`src/rtl/core/rsaepg_pkg.sv`:
```
`timescale 1ns / 1ps
// ----------------------------------------------------------------------------
// rsaepg_pkg
// Shared types, widths and the small prime table of the exponent pair generator.
// ----------------------------------------------------------------------------
package rsaepg_pkg;

   localparam int PRIME_BITS = 16;
   localparam int IN_W       = 16;
   localparam int OUT_W      = 32;
   // factor bits actually used: low PRIME_BITS bits of each 16-bit field
   localparam int FACT_W     = (PRIME_BITS < IN_W) ? PRIME_BITS : IN_W;
   localparam int PHI_W      = 2 * FACT_W;
   localparam int CNT_W      = $clog2(PHI_W);
   localparam int E_W        = 6;
   localparam int NUM_PRIMES = 18;
   localparam int IDX_W      = $clog2(NUM_PRIMES + 1);

   typedef struct packed {
      logic [IN_W-1:0] prime_a;
      logic [IN_W-1:0] prime_b;
   } req_type;

   typedef struct packed {
      logic [OUT_W-1:0] public_exponent;
      logic [OUT_W-1:0] private_exponent;
   } rsp_type;

   typedef struct packed {
      logic             start;
      logic [E_W-1:0]   divisor;
      logic [PHI_W-1:0] dividend;
   } div_ctrl_type;

   typedef struct packed {
      logic             done;
      logic [PHI_W-1:0] quotient;
      logic [E_W-1:0]   remainder;
   } div_stat_type;

   // primes up to 64, in rising order
   function automatic logic [E_W-1:0] prime_at(input logic [IDX_W-1:0] idx);
      logic [E_W-1:0] p;
      case (idx)
         5'd0:    p = 6'd2;
         5'd1:    p = 6'd3;
         5'd2:    p = 6'd5;
         5'd3:    p = 6'd7;
         5'd4:    p = 6'd11;
         5'd5:    p = 6'd13;
         5'd6:    p = 6'd17;
         5'd7:    p = 6'd19;
         5'd8:    p = 6'd23;
         5'd9:    p = 6'd29;
         5'd10:   p = 6'd31;
         5'd11:   p = 6'd37;
         5'd12:   p = 6'd41;
         5'd13:   p = 6'd43;
         5'd14:   p = 6'd47;
         5'd15:   p = 6'd53;
         5'd16:   p = 6'd59;
         5'd17:   p = 6'd61;
         default: p = 6'd0;
      endcase
      return p;
   endfunction

endpackage

```
`src/rtl/core/rsa_exponent_pair_generator.sv`:
```
`timescale 1ns / 1ps
// ----------------------------------------------------------------------------
// rsa_exponent_pair_generator
// Forms phi = (a-1)(b-1), picks the smallest table prime below phi that is coprime to
// phi and its modular inverse as the private exponent; if none fits, both are zero.
// ----------------------------------------------------------------------------
// One item is taken at a time; req_ready is high only while the sequencer is
// idle. An item goes through acceptance and the multiply for phi, then one
// division per prime tried in the shared bit-serial divider, then the inverse
// search over k below e and a load of the result, e being the chosen exponent.
// At the default width at most ten primes are tried, since only the primes up
// to 23 can all divide phi, so e is at most 29. Loading waits while an earlier
// result is still held. The result sits in an output register, so the next
// item may be accepted while it waits.
module rsa_exponent_pair_generator (
   input  logic                   clock,
   input  logic                   reset,
   input  logic                   req_valid,
   output logic                   req_ready,
   input  rsaepg_pkg::req_type    req_data,
   output logic                   rsp_valid,
   input  logic                   rsp_ready,
   output rsaepg_pkg::rsp_type    rsp_data
);
   import rsaepg_pkg::*;

   localparam logic [2:0] S_IDLE   = 3'd0;
   localparam logic [2:0] S_PHI    = 3'd1;
   localparam logic [2:0] S_SEARCH = 3'd2;
   localparam logic [2:0] S_DIV    = 3'd3;
   localparam logic [2:0] S_INV    = 3'd4;
   localparam logic [2:0] S_HOLD   = 3'd5;

   logic [2:0]        state_ff, state_in;
   logic [FACT_W-1:0] am1_ff, am1_in;
   logic [FACT_W-1:0] bm1_ff, bm1_in;
   logic [PHI_W-1:0]  phi_ff, phi_in;
   logic [IDX_W-1:0]  idx_ff, idx_in;
   logic [E_W-1:0]    e_ff, e_in;
   logic [PHI_W-1:0]  pq_ff, pq_in;
   logic [E_W-1:0]    pr_ff, pr_in;
   logic [E_W-1:0]    k_ff, k_in;
   logic [E_W-1:0]    lowmod_ff, lowmod_in;
   logic [E_W-1:0]    lowq_ff, lowq_in;
   logic [PHI_W-1:0]  kpq_ff, kpq_in;
   logic [PHI_W-1:0]  d_ff, d_in;
   logic              rsp_valid_ff, rsp_valid_in;
   rsp_type           rsp_ff, rsp_in;

   logic [FACT_W-1:0] a_use, b_use;
   logic [E_W-1:0]    cand;
   logic [E_W:0]      lowsum;
   div_ctrl_type      div_ctrl;
   div_stat_type      div_stat;

   rsaepg_div u_div (
      .clock (clock),
      .reset (reset),
      .ctrl  (div_ctrl),
      .stat  (div_stat)
   );

   assign a_use  = req_data.prime_a[FACT_W-1:0];
   assign b_use  = req_data.prime_b[FACT_W-1:0];
   assign cand   = prime_at(idx_ff);
   assign lowsum = {1'b0, lowmod_ff} + {1'b0, pr_ff};

   assign req_ready = (state_ff == S_IDLE);
   assign rsp_valid = rsp_valid_ff;
   assign rsp_data  = rsp_ff;

   always_comb begin
      state_in     = state_ff;
      am1_in       = am1_ff;
      bm1_in       = bm1_ff;
      phi_in       = phi_ff;
      idx_in       = idx_ff;
      e_in         = e_ff;
      pq_in        = pq_ff;
      pr_in        = pr_ff;
      k_in         = k_ff;
      lowmod_in    = lowmod_ff;
      lowq_in      = lowq_ff;
      kpq_in       = kpq_ff;
      d_in         = d_ff;
      rsp_valid_in = rsp_valid_ff;
      rsp_in       = rsp_ff;
      div_ctrl.start    = 1'b0;
      div_ctrl.divisor  = cand;
      div_ctrl.dividend = phi_ff;

      if (rsp_valid_ff && rsp_ready) begin
         rsp_valid_in = 1'b0;
      end

      case (state_ff)
         S_IDLE: begin
            if (req_valid) begin
               // zero factor saturates to zero
               am1_in   = (a_use == '0) ? '0 : a_use - 1'b1;
               bm1_in   = (b_use == '0) ? '0 : b_use - 1'b1;
               state_in = S_PHI;
            end
         end
         S_PHI: begin
            phi_in   = PHI_W'(am1_ff * bm1_ff);
            idx_in   = '0;
            state_in = S_SEARCH;
         end
         S_SEARCH: begin
            if (idx_ff == IDX_W'(NUM_PRIMES) || PHI_W'(cand) >= phi_ff) begin
               e_in     = '0;
               d_in     = '0;
               state_in = S_HOLD;
            end else begin
               div_ctrl.start = 1'b1;
               state_in       = S_DIV;
            end
         end
         S_DIV: begin
            if (div_stat.done) begin
               if (div_stat.remainder != '0) begin
                  // prime does not divide phi, so it is coprime
                  e_in      = cand;
                  pq_in     = div_stat.quotient;
                  pr_in     = div_stat.remainder;
                  k_in      = '0;
                  lowmod_in = E_W'(1);
                  lowq_in   = '0;
                  kpq_in    = '0;
                  state_in  = S_INV;
               end else begin
                  idx_in   = idx_ff + 1'b1;
                  state_in = S_SEARCH;
               end
            end
         end
         S_INV: begin
            // track k*pr + 1 as lowq*e + lowmod, and k*pq alongside
            if (lowmod_ff == '0) begin
               d_in     = kpq_ff + PHI_W'(lowq_ff);
               state_in = S_HOLD;
            end else if (k_ff == e_ff - 1'b1) begin
               d_in     = '0;
               state_in = S_HOLD;
            end else begin
               if (lowsum >= {1'b0, e_ff}) begin
                  lowmod_in = E_W'(lowsum - {1'b0, e_ff});
                  lowq_in   = lowq_ff + 1'b1;
               end else begin
                  lowmod_in = E_W'(lowsum);
               end
               kpq_in = kpq_ff + pq_ff;
               k_in   = k_ff + 1'b1;
            end
         end
         S_HOLD: begin
            if (!rsp_valid_ff || rsp_ready) begin
               rsp_valid_in                  = 1'b1;
               rsp_in.public_exponent        = OUT_W'(e_ff);
               rsp_in.private_exponent       = OUT_W'(d_ff);
               state_in                      = S_IDLE;
            end
         end
         default: begin
            state_in = S_IDLE;
         end
      endcase
   end

   always_ff @(posedge clock) begin
      if (reset) begin
         state_ff     <= S_IDLE;
         rsp_valid_ff <= 1'b0;
      end else begin
         state_ff     <= state_in;
         rsp_valid_ff <= rsp_valid_in;
      end
      am1_ff    <= am1_in;
      bm1_ff    <= bm1_in;
      phi_ff    <= phi_in;
      idx_ff    <= idx_in;
      e_ff      <= e_in;
      pq_ff     <= pq_in;
      pr_ff     <= pr_in;
      k_ff      <= k_in;
      lowmod_ff <= lowmod_in;
      lowq_ff   <= lowq_in;
      kpq_ff    <= kpq_in;
      d_ff      <= d_in;
      rsp_ff    <= rsp_in;
   end

`ifndef SYNTH
   a_div_start_in_search : assert property (@(posedge clock) disable iff (reset)
      div_ctrl.start |-> state_ff == S_SEARCH)
      else $error("divider started outside the search state");

   a_inv_state_sane : assert property (@(posedge clock) disable iff (reset)
      state_ff == S_INV |-> (e_ff >= E_W'(2)) && (lowmod_ff < e_ff) && (pr_ff != '0))
      else $error("inverse search running on a bad exponent or residue");

   a_pair_consistent : assert property (@(posedge clock) disable iff (reset)
      rsp_valid_ff |->
         ((rsp_ff.public_exponent == '0) == (rsp_ff.private_exponent == '0)))
      else $error("exponent pair not consistently zero");

   a_load_from_hold : assert property (@(posedge clock) disable iff (reset)
      $rose(rsp_valid_ff) |-> $past(state_ff) == S_HOLD)
      else $error("result register loaded outside the hold state");
`endif

endmodule

```
`src/rtl/core/rsaepg_div.sv`:
```
`timescale 1ns / 1ps
// ----------------------------------------------------------------------------
// rsaepg_div
// Bit-serial restoring divider: wide dividend by a small divisor, one
// quotient bit per cycle through a single compare-subtract.
// ----------------------------------------------------------------------------
module rsaepg_div (
   input  logic                       clock,
   input  logic                       reset,
   input  rsaepg_pkg::div_ctrl_type   ctrl,
   output rsaepg_pkg::div_stat_type   stat
);
   import rsaepg_pkg::*;

   logic             busy_ff, busy_in;
   logic             done_ff, done_in;
   logic [CNT_W-1:0] cnt_ff, cnt_in;
   logic [PHI_W-1:0] sh_ff, sh_in;
   logic [PHI_W-1:0] quo_ff, quo_in;
   logic [E_W-1:0]   rem_ff, rem_in;
   logic [E_W-1:0]   dvs_ff, dvs_in;

   logic [E_W:0]     trial;
   logic             fits;

   assign trial = {rem_ff, sh_ff[PHI_W-1]};
   assign fits  = (trial >= {1'b0, dvs_ff});

   always_comb begin
      busy_in = busy_ff;
      done_in = 1'b0;
      cnt_in  = cnt_ff;
      sh_in   = sh_ff;
      quo_in  = quo_ff;
      rem_in  = rem_ff;
      dvs_in  = dvs_ff;
      if (ctrl.start) begin
         busy_in = 1'b1;
         cnt_in  = CNT_W'(PHI_W - 1);
         sh_in   = ctrl.dividend;
         quo_in  = '0;
         rem_in  = '0;
         dvs_in  = ctrl.divisor;
      end else if (busy_ff) begin
         sh_in  = {sh_ff[PHI_W-2:0], 1'b0};
         quo_in = {quo_ff[PHI_W-2:0], fits};
         rem_in = fits ? E_W'(trial - {1'b0, dvs_ff}) : E_W'(trial);
         cnt_in = cnt_ff - 1'b1;
         if (cnt_ff == '0) begin
            busy_in = 1'b0;
            done_in = 1'b1;
         end
      end
   end

   always_ff @(posedge clock) begin
      if (reset) begin
         busy_ff <= 1'b0;
         done_ff <= 1'b0;
      end else begin
         busy_ff <= busy_in;
         done_ff <= done_in;
      end
      cnt_ff <= cnt_in;
      sh_ff  <= sh_in;
      quo_ff <= quo_in;
      rem_ff <= rem_in;
      dvs_ff <= dvs_in;
   end

   assign stat.done      = done_ff;
   assign stat.quotient  = quo_ff;
   assign stat.remainder = rem_ff;

endmodule
```
`config.mk`:
```
export PLATFORM = sky130hd
export DESIGN_NAME = rsa_exponent_pair_generator
export DESIGN_NICKNAME = d
export VERILOG_FILES = /design/src/rtl/core/rsaepg_pkg.sv /design/src/rtl/core/rsa_exponent_pair_generator.sv /design/src/rtl/core/rsaepg_div.sv
export SDC_FILE = /design/constraint.sdc
export NUM_CORES = 1
export LEC_CHECK = 0
export BUFFER_PORTS_ARGS = -buffer_cell sky130_fd_sc_hd__buf_2
export CAP_MARGIN = 40
export CORE_ASPECT_RATIO = 0.75
export CORE_MARGIN = 4
export CORE_UTILIZATION = 57
export DETAILED_ROUTE_END_ITERATION = 12
export GPL_ROUTABILITY_DRIVEN = 0
export PLACE_DENSITY = 0.74
export SETUP_SLACK_MARGIN = 0.2
export SYNTH_ARGS = -nofsm -noshare
export SYNTH_HDL_FRONTEND = slang
export SYNTH_SLANG_ARGS = --single-unit
```
`constraint.sdc`:
```
create_clock -name clock -period 5.9 [get_ports clock]
set_input_delay 0.295 -clock clock [delete_from_list [all_inputs] [get_ports clock]]
set_output_delay 0.295 -clock clock [all_outputs]
set_load 0.02 [all_outputs]
```
==> results of run 1 <==
[Yosys cell counts (14+ instances only)]
cell type / instances / share of area, %
nand3_1: 29 / 0.60
a211oi_1: 15 / 0.46
nor4_1: 14 / 0.36
dfxtp_1: 55 / 4.5
nand2_1: 207 / 3.2
buf_4: 26 / 0.80
a21o_1: 36 / 1.1
a21oi_1: 73 / 1.5
mux2i_1: 44 / 1.8
inv_1: 303 / 4.7
xnor2_1: 75 / 2.7
xor2_1: 47 / 1.7
nor2_1: 204 / 3.2
and3_1: 24 / 0.62
nand2b_1: 21 / 0.54
nor2b_1: 14 / 0.36
mux2_2: 34 / 1.6
ha_1: 178 / 9.2
and2_1: 125 / 3.2
nor3_1: 35 / 0.72
fa_1: 199 / 16
edfxtp_1: 271 / 34
nand4_1: 14 / 0.36
clkbuf_1: 64 / 0.99
o21ai_0: 51 / 1.1
[area by class of cell]
class / count / area share (%)
clock inverters: 17 / 0.5225
well taps: 569 / 2.585
repair buffers: 184 / 4.898
inverters: 303 / 4.139
flip-flops and latches: 326 / 33.55
multi-input cells: 1599 / 50.72
clock buffers: 45 / 3.585
[metal layers]
| metal | global-route usage (%) | vias to the layer above |
|---|---|---|
| li1 | - | 7953 |
| met1 | 30.30 | 8248 |
| met2 | 36.84 | 553 |
| met3 | 3.965 | 100 |
| met4 | 5.649 | 0 |
| met5 | 0 | - |
[worst max-delay path: cells and delay by family, from the launching register on]
family	cells	cell delay, ps
AOI/OAI and AO/OA	5	910
adders and majority gates	7	3210
buffers and inverters	6	460
xor gates and xnor gates	1	150
and+or+nand+nor	3	500
DFF	1	480
[path summary, 6_finish.rpt]
kind,startpoint,to,slack [ps],cells past startpoint
min,reset,rsp_valid$_SDFF_PP0_,40,2
min reg2reg,d_ff[5]$_SDFFCE_PN0P_,rsp_data[5]$_DFFE_PP_,420,0
max reg2reg,am1_ff[8]$_SDFFCE_PN0P_,phi_ff[28]$_DFFE_PP_,-70,22
max,am1_ff[8]$_SDFFCE_PN0P_,phi_ff[28]$_DFFE_PP_,-70,22
[kinds of logic after synthesis]
| logic type | Yosys count |
|---|---|
| buffers and inverters | 402 |
| other | 1 |
| adders and majority gates | 378 |
| and+or+nand+nor | 725 |
| xor gates and xnor gates | 122 |
| DFF | 326 |
| AOI/OAI and AO/OA | 270 |
| muxes | 78 |
[cells in the final DEF, fill, tap and decap left out, types with 38 or more instances in the layout]
| master | count |
|---|---|
| clkbuf_16 | 38 |
| buf_2 | 77 |
| and2_1 | 116 |
| xnor2_1 | 73 |
| buf_4 | 77 |
| nand2_1 | 202 |
| a21oi_1 | 68 |
| inv_1 | 282 |
| edfxtp_1 | 271 |
| fa_1 | 191 |
| dfxtp_1 | 54 |
| xor2_1 | 47 |
| nor2_1 | 201 |
| o21ai_0 | 44 |
| mux2i_1 | 44 |
| ha_1 | 163 |
[through the flow]
step           instances  util, %
2_1_floorplan       2327        -
3_3_place_gp        2940    60.78
3_5_place_dp        2944    60.90
4_1_cts             3022    64.41
5_1_grt             3043    65.50
6_report            3043    65.50
[repair_timing]
action	4_1_cts	5_1_grt
hold buffers	0	0
cloned	0	1
setup buffers	16	20
pin swaps	59	63
endpoints found under the setup margin	12	14
gates resized for setup	47	82
[registers in the layout (all words and copies together), names as in the netlist, 3 cells and up]
signal	count
k_ff	6
idx_ff	5
u_div.quo_ff	32
u_div.cnt_ff	5
kpq_ff	32
u_div.sh_ff	32
pr_ff	6
u_div.dvs_ff	6
am1_ff	16
lowq_ff	6
phi_ff	32
pq_ff	32
rsp_data	38
d_ff	32
state_ff	3
u_div.rem_ff	6
lowmod_ff	6
cand	6
bm1_ff	16
e_ff	6
==> flow_results.xml, run 1 <==
<?xml version="1.0" encoding="UTF-8"?>
<metrics>
  <group name="cells_and_area">
    <metric name="flow.area_growth_from_synthesis" unit="%">13.57</metric>
    <metric name="area.sequential" unit="um^2">9240</metric>
    <metric name="fin_nets" unit="">2862</metric>
    <metric name="fillerInstances" unit="">3100</metric>
    <metric name="multi_input_comb_area" unit="um^2">13970</metric>
    <metric name="ant_diodes" unit="">0</metric>
    <metric name="final_layout_size_suffix_gt1_share" unit="%">15.48</metric>
    <metric name="postLayoutCellArea" unit="um^2">27540</metric>
  </group>
  <group name="floorplan">
    <metric name="floorplan_die_height" unit="um">186.6</metric>
    <metric name="floorplan.initialDensity" unit="%">57.67</metric>
    <metric name="die_area" unit="um^2">45940</metric>
    <metric name="row_count" unit="">65</metric>
    <metric name="io-pin-count" unit="">102</metric>
    <metric name="die_width" unit="um">246.2</metric>
    <metric name="coreArea" unit="um^2">42050</metric>
  </group>
  <group name="timing">
    <metric name="report.final.setup_viol" unit="">6</metric>
    <metric name="maximum_clock_rate" unit="MHz">167.5</metric>
    <metric name="timing_hold_violations_final" unit="">0</metric>
    <metric name="final_ws_setup" unit="ps">-71.39</metric>
    <metric name="setup_tns" unit="ps">-197.7</metric>
    <metric name="timing.slew.headroom" unit="%">34.85</metric>
    <metric name="timing_worst_slew_pin_value" unit="ps">952.6</metric>
    <metric name="finalCriticalPeriod" unit="ps">5971</metric>
    <metric name="layout_worst_path_cycle_share" unit="%">101.2</metric>
    <metric name="drv_slew" unit="">0</metric>
    <metric name="finalClockSkew" unit="ps">21.53</metric>
    <metric name="whs" unit="ps">35.42</metric>
    <metric name="unrepaired_setup_endpoints_after_global_routing" unit="">yes</metric>
  </group>
  <group name="synthesis">
    <metric name="synth_enable_flop_cells" unit="">271</metric>
    <metric name="synthesis.area_per_instance" unit="um^2">10.53</metric>
    <metric name="syn_inst" unit="">2302</metric>
    <metric name="main_combinational_cell_family_by_area_after_synthesis" unit="">adder cells</metric>
    <metric name="postSynthRegisterBits" unit="">326</metric>
    <metric name="synthDistinctLibCells" unit="">76</metric>
    <metric name="synth_ff_type" unit="">edfxtp_1</metric>
    <metric name="synth.cell_area" unit="um^2">24250</metric>
    <metric name="post_synth_and_or_nand_nor_area_fraction" unit="%">14.27</metric>
    <metric name="synth_fa_ha_area_share" unit="%">25.65</metric>
    <metric name="asr_flop_ratio_synth" unit="%">0</metric>
    <metric name="synth.yosys.warnings" unit="">0</metric>
    <metric name="share_of_the_synthesized_area_in_compound_gates_ao_oa_aoi_oai" unit="%">7.497</metric>
    <metric name="ys_seq_area_share" unit="%">38.10</metric>
    <metric name="synth_mux_area_share" unit="%">3.395</metric>
    <metric name="xor_xnor_cell_area_share_of_the_yosys_netlist" unit="%">4.406</metric>
  </group>
  <group name="routing">
    <metric name="met2RoutedLength" unit="um">25200</metric>
    <metric name="viasPerCell" unit="">5.539</metric>
    <metric name="detail_route.wirelength.met1" unit="um">22500</metric>
    <metric name="vias_after_detailed_routing" unit="">16850</metric>
    <metric name="post_drt_wl_per_cell" unit="um">17.12</metric>
    <metric name="first_pass_iters" unit="">5</metric>
    <metric name="routed_wirelength" unit="um">52100</metric>
    <metric name="detail_route_met3_wl" unit="um">3253</metric>
    <metric name="number_of_design_rule_violations_left_by_the_first_detailed_router_iteration" unit="">1050</metric>
    <metric name="drc" unit="">0</metric>
    <metric name="highest_layer" unit="">met4</metric>
    <metric name="drtAntennaViolNets" unit="">0</metric>
  </group>
  <group name="clock_network">
    <metric name="tritoncts" unit="">done</metric>
    <metric name="htree_num_levels" unit="">2</metric>
    <metric name="clock_tree_sinks" unit="">326</metric>
    <metric name="clock_insertion_delay_at_the_later_pin_of_the_skew_report" unit="ps">530</metric>
    <metric name="clk_pin_slew" unit="ps">60</metric>
    <metric name="tritoncts.num_buffers" unit="">35</metric>
    <metric name="root_buffer" unit="">clkbuf_16</metric>
    <metric name="ctsLongestPathBuffers" unit="">3</metric>
  </group>
  <group name="run_status">
    <metric name="run_status" unit="">complete, but fails checks</metric>
    <metric name="failed_checks" unit="">setup timing</metric>
  </group>
  <group name="critical_path">
    <metric name="cp_slowest_cell" unit="">fa_1</metric>
    <metric name="timing.critical_path.fanout_max" unit="">4</metric>
    <metric name="critPathMostFrequentCell" unit="">fa_1</metric>
    <metric name="worstSetupEndpointType" unit="">flop</metric>
    <metric name="path_cells" unit="">buf_6 &gt; and2_4 &gt; fa_1 &gt; inv_2 &gt; fa_1 &gt; fa_2 &gt; fa_1 &gt; inv_2 &gt; fa_1 &gt; inv_2 &gt; fa_1 &gt; inv_2 &gt; ha_4 &gt; buf_6 &gt; a211oi_2 &gt; and4b_1 &gt; o21ai_2 &gt; nand3_2 &gt; a311oi_4 &gt; a221oi_2 &gt; o21ai_1 &gt; xor2_1</metric>
    <metric name="cp_data_required_time" unit="ps">6160</metric>
    <metric name="criticalPathCategory" unit="">flop to flop</metric>
    <metric name="timing.critical_path.arrival" unit="ps">6230</metric>
    <metric name="critical_path.startpoint_type" unit="">flop</metric>
    <metric name="worst_path_largest_cell_delay" unit="ps">560</metric>
  </group>
  <group name="grt">
    <metric name="maximum_number_of_pins_on_one_net_before_global_route_repair" unit="">52</metric>
    <metric name="grt_antenna_before_repair" unit="">0</metric>
    <metric name="grt_util_all_layers" unit="%">22.12</metric>
    <metric name="wire_length_of_the_first_global_routing_pass" unit="um">84300</metric>
    <metric name="gr-total-overflow" unit="">0</metric>
    <metric name="first_global_vias" unit="">17190</metric>
  </group>
  <group name="hold_path">
    <metric name="min-delay-path-class" unit="">input port to flop</metric>
  </group>
  <group name="place">
    <metric name="port_buffers" unit="">75</metric>
    <metric name="post_dp_cell_area" unit="um^2">25610</metric>
    <metric name="detailedPlace.worstSlack" unit="ps">-47.53</metric>
    <metric name="dp_hpwl" unit="um">38580</metric>
  </group>
  <group name="job">
    <metric name="maxCapViolations" unit="">0</metric>
  </group>
</metrics>
Power of run 1 is not shown: default switching activity piles up to over one toggle a cycle in this logic, so the estimate is an artifact.
==> run 2: changes to the inputs <==
--- a/config.mk
+++ b/config.mk
@@ -9,10 +9,11 @@
 export CAP_MARGIN = 40
 export CORE_ASPECT_RATIO = 0.75
 export CORE_MARGIN = 4
-export CORE_UTILIZATION = 57
+export CORE_UTILIZATION = 58
+export CTS_BUF_LIST = sky130_fd_sc_hd__clkbuf_8
 export DETAILED_ROUTE_END_ITERATION = 12
 export GPL_ROUTABILITY_DRIVEN = 0
-export PLACE_DENSITY = 0.74
+export PLACE_DENSITY = 0.73
 export SETUP_SLACK_MARGIN = 0.2
 export SYNTH_ARGS = -nofsm -noshare
 export SYNTH_HDL_FRONTEND = slang
==> constraint.sdc (replaced) <==
create_clock -name clock -period 7.1 [get_ports clock]
set_input_delay 0.355 -clock clock [delete_from_list [all_inputs] [get_ports clock]]
set_output_delay 0.355 -clock clock [all_outputs]
set_load 0.02 [all_outputs]
==> flow_results.xml, run 2 (synthesized netlist as in run 1, its figures left out) <==
<?xml version="1.0" encoding="UTF-8"?>
<metrics>
  <group name="grt">
    <metric name="gr-total-overflow" unit="">0</metric>
    <metric name="wire_length_of_the_first_global_routing_pass" unit="um">83030</metric>
    <metric name="maximum_number_of_pins_on_one_net_before_global_route_repair" unit="">74</metric>
    <metric name="grt_util_all_layers" unit="%">22.34</metric>
    <metric name="grt_antenna_before_repair" unit="">0</metric>
    <metric name="first_global_vias" unit="">16980</metric>
  </group>
  <group name="clock_network">
    <metric name="tritoncts.num_buffers" unit="">51</metric>
    <metric name="ctsLongestPathBuffers" unit="">3</metric>
    <metric name="clock_insertion_delay_at_the_later_pin_of_the_skew_report" unit="ps">610</metric>
    <metric name="clock_tree_sinks" unit="">326</metric>
    <metric name="htree_num_levels" unit="">2</metric>
    <metric name="cts_resized" unit="">0</metric>
    <metric name="clk_pin_slew" unit="ps">70</metric>
    <metric name="tritoncts" unit="">done</metric>
    <metric name="root_buffer" unit="">clkbuf_8</metric>
  </group>
  <group name="timing">
    <metric name="setup_tns" unit="ps">0</metric>
    <metric name="maximum_clock_rate" unit="MHz">151.9</metric>
    <metric name="finalCriticalPeriod" unit="ps">6583</metric>
    <metric name="finalClockSkew" unit="ps">45.63</metric>
    <metric name="report.final.setup_viol" unit="">0</metric>
    <metric name="timing_worst_slew_pin_value" unit="ps">921.5</metric>
    <metric name="timing_hold_violations_final" unit="">0</metric>
    <metric name="timing.slew.headroom" unit="%">36.98</metric>
    <metric name="unrepaired_setup_endpoints_after_global_routing" unit="">no</metric>
    <metric name="whs" unit="ps">62.57</metric>
    <metric name="layout_worst_path_cycle_share" unit="%">92.72</metric>
    <metric name="drv_slew" unit="">0</metric>
  </group>
  <group name="critical_path">
    <metric name="critPathMostFrequentCell" unit="">fa_1</metric>
    <metric name="path_cells" unit="">and2_1 &gt; fa_1 &gt; inv_1 &gt; fa_1 &gt; inv_1 &gt; fa_1 &gt; fa_1 &gt; fa_1 &gt; inv_1 &gt; fa_1 &gt; inv_1 &gt; ha_1 &gt; a211oi_1 &gt; and4b_1 &gt; o21ai_0 &gt; nand3_1 &gt; a311oi_1 &gt; a221oi_1 &gt; o21ai_0 &gt; xor2_1</metric>
    <metric name="cp_slowest_cell" unit="">edfxtp_1</metric>
    <metric name="worst_path_largest_cell_delay" unit="ps">650</metric>
    <metric name="critical_path.startpoint_type" unit="">flop</metric>
    <metric name="r2r_cells" unit="">20</metric>
    <metric name="timing.critical_path.fanout_max" unit="">16</metric>
    <metric name="criticalPathCategory" unit="">flop to flop</metric>
    <metric name="worstSetupEndpointType" unit="">flop</metric>
    <metric name="timing.critical_path.arrival" unit="ps">6900</metric>
    <metric name="cp_data_required_time" unit="ps">7420</metric>
  </group>
  <group name="place">
    <metric name="port_buffers" unit="">75</metric>
    <metric name="dp_hpwl" unit="um">38130</metric>
    <metric name="post_dp_cell_area" unit="um^2">25250</metric>
  </group>
  <group name="job">
    <metric name="maxCapViolations" unit="">0</metric>
  </group>
  <group name="routing">
    <metric name="vias_after_detailed_routing" unit="">16490</metric>
    <metric name="first_pass_iters" unit="">5</metric>
    <metric name="viasPerCell" unit="">5.495</metric>
    <metric name="routed_wirelength" unit="um">50040</metric>
    <metric name="drc" unit="">0</metric>
    <metric name="number_of_design_rule_violations_left_by_the_first_detailed_router_iteration" unit="">1145</metric>
    <metric name="post_drt_wl_per_cell" unit="um">16.67</metric>
    <metric name="drtAntennaViolNets" unit="">0</metric>
  </group>
  <group name="cells_and_area">
    <metric name="final_cell_mix" unit="">inv_1, edfxtp_1, nand2_1</metric>
    <metric name="leading_cell_type_in_the_layout_fill_and_taps_excluded" unit="">inv_1</metric>
    <metric name="flow.area_growth_from_synthesis" unit="%">8.245</metric>
    <metric name="fin_nets" unit="">2814</metric>
    <metric name="finalCoreUtilization" unit="%">64.02</metric>
    <metric name="final_layout_size_suffix_gt1_share" unit="%">9.836</metric>
    <metric name="largest_register_ff_count" unit="">38</metric>
    <metric name="postLayoutCellArea" unit="um^2">26250</metric>
    <metric name="ant_diodes" unit="">0</metric>
    <metric name="fillerInstances" unit="">3285</metric>
  </group>
  <group name="hold_path">
    <metric name="min-delay-path-class" unit="">input port to flop</metric>
    <metric name="holdPathStages" unit="">2</metric>
  </group>
  <group name="floorplan">
    <metric name="coreArea" unit="um^2">41000</metric>
    <metric name="floorplan.initialDensity" unit="%">59.15</metric>
    <metric name="floorplan_die_height" unit="um">185.1</metric>
    <metric name="die_width" unit="um">244.1</metric>
    <metric name="row_count" unit="">64</metric>
    <metric name="io-pin-count" unit="">102</metric>
    <metric name="die_area" unit="um^2">45180</metric>
  </group>
  <group name="run_status">
    <metric name="run_status" unit="">completed</metric>
  </group>
</metrics>
==> run 2: cell type report <==
type                       instances  area [um^2]  share of cell area, %
clock buffer                      54        743.2                  2.831
timing repair buffer             120        738.2                  2.812
sequential                       326         9240                  35.20
clock inverter                    38        173.9                 0.6626
tap                              561        701.9                  2.674
inverter                         303         1137                  4.333
multi-input combinational       1599        13510                  51.48
==> run 2: worst max-delay path, delay by kind of cell (launching register included) <==
| family | cells | cell delay (ps) |
|---|---|---|
| fa+ha+maj | 7 | 3360 |
| compound gates | 5 | 1260 |
| flops | 1 | 650 |
| simple gates | 3 | 650 |
| buf+inv | 4 | 210 |
| xor+xnor | 1 | 160 |
==> run 2: layer usage <==
layer  wire, um  GRT usage [%]
met1      21310          29.40
met2      24590          38.51
met3       2684          3.300
met4       1450          7.433
met5          0              0
==> run 2: what timing repair did <==
item	CTS	global route
hold endpoints to repair	6	0
hold buffers	1	0
endpoints found under the setup margin	0	2
buffers inserted	0	9
==> run 2: final timing paths <==
check	slack, ps	endpoint	from
min reg2reg	420	rsp_data[18]$_DFFE_PP_	d_ff[18]$_SDFFCE_PN0P_
max	520	phi_ff[28]$_DFFE_PP_	bm1_ff[5]$_SDFFCE_PN0P_
min	60	am1_ff[12]$_SDFFCE_PN0P_	req_data[28]
max reg2reg	520	phi_ff[28]$_DFFE_PP_	bm1_ff[5]$_SDFFCE_PN0P_
==> run 2: metrics by stage <==
| stage | setup WS (ps) | instances |
|---|---|---|
| 2_1_floorplan | 1067 | 2327 |
| 3_3_place_gp | 637.3 | 2893 |
| 3_5_place_dp | 513.2 | 2899 |
| 4_1_cts | 456.6 | 2992 |
| 5_1_grt | 205.9 | 3001 |
| 6_report | 516.6 | 3001 |
Power of run 2 is left out for the same reason.
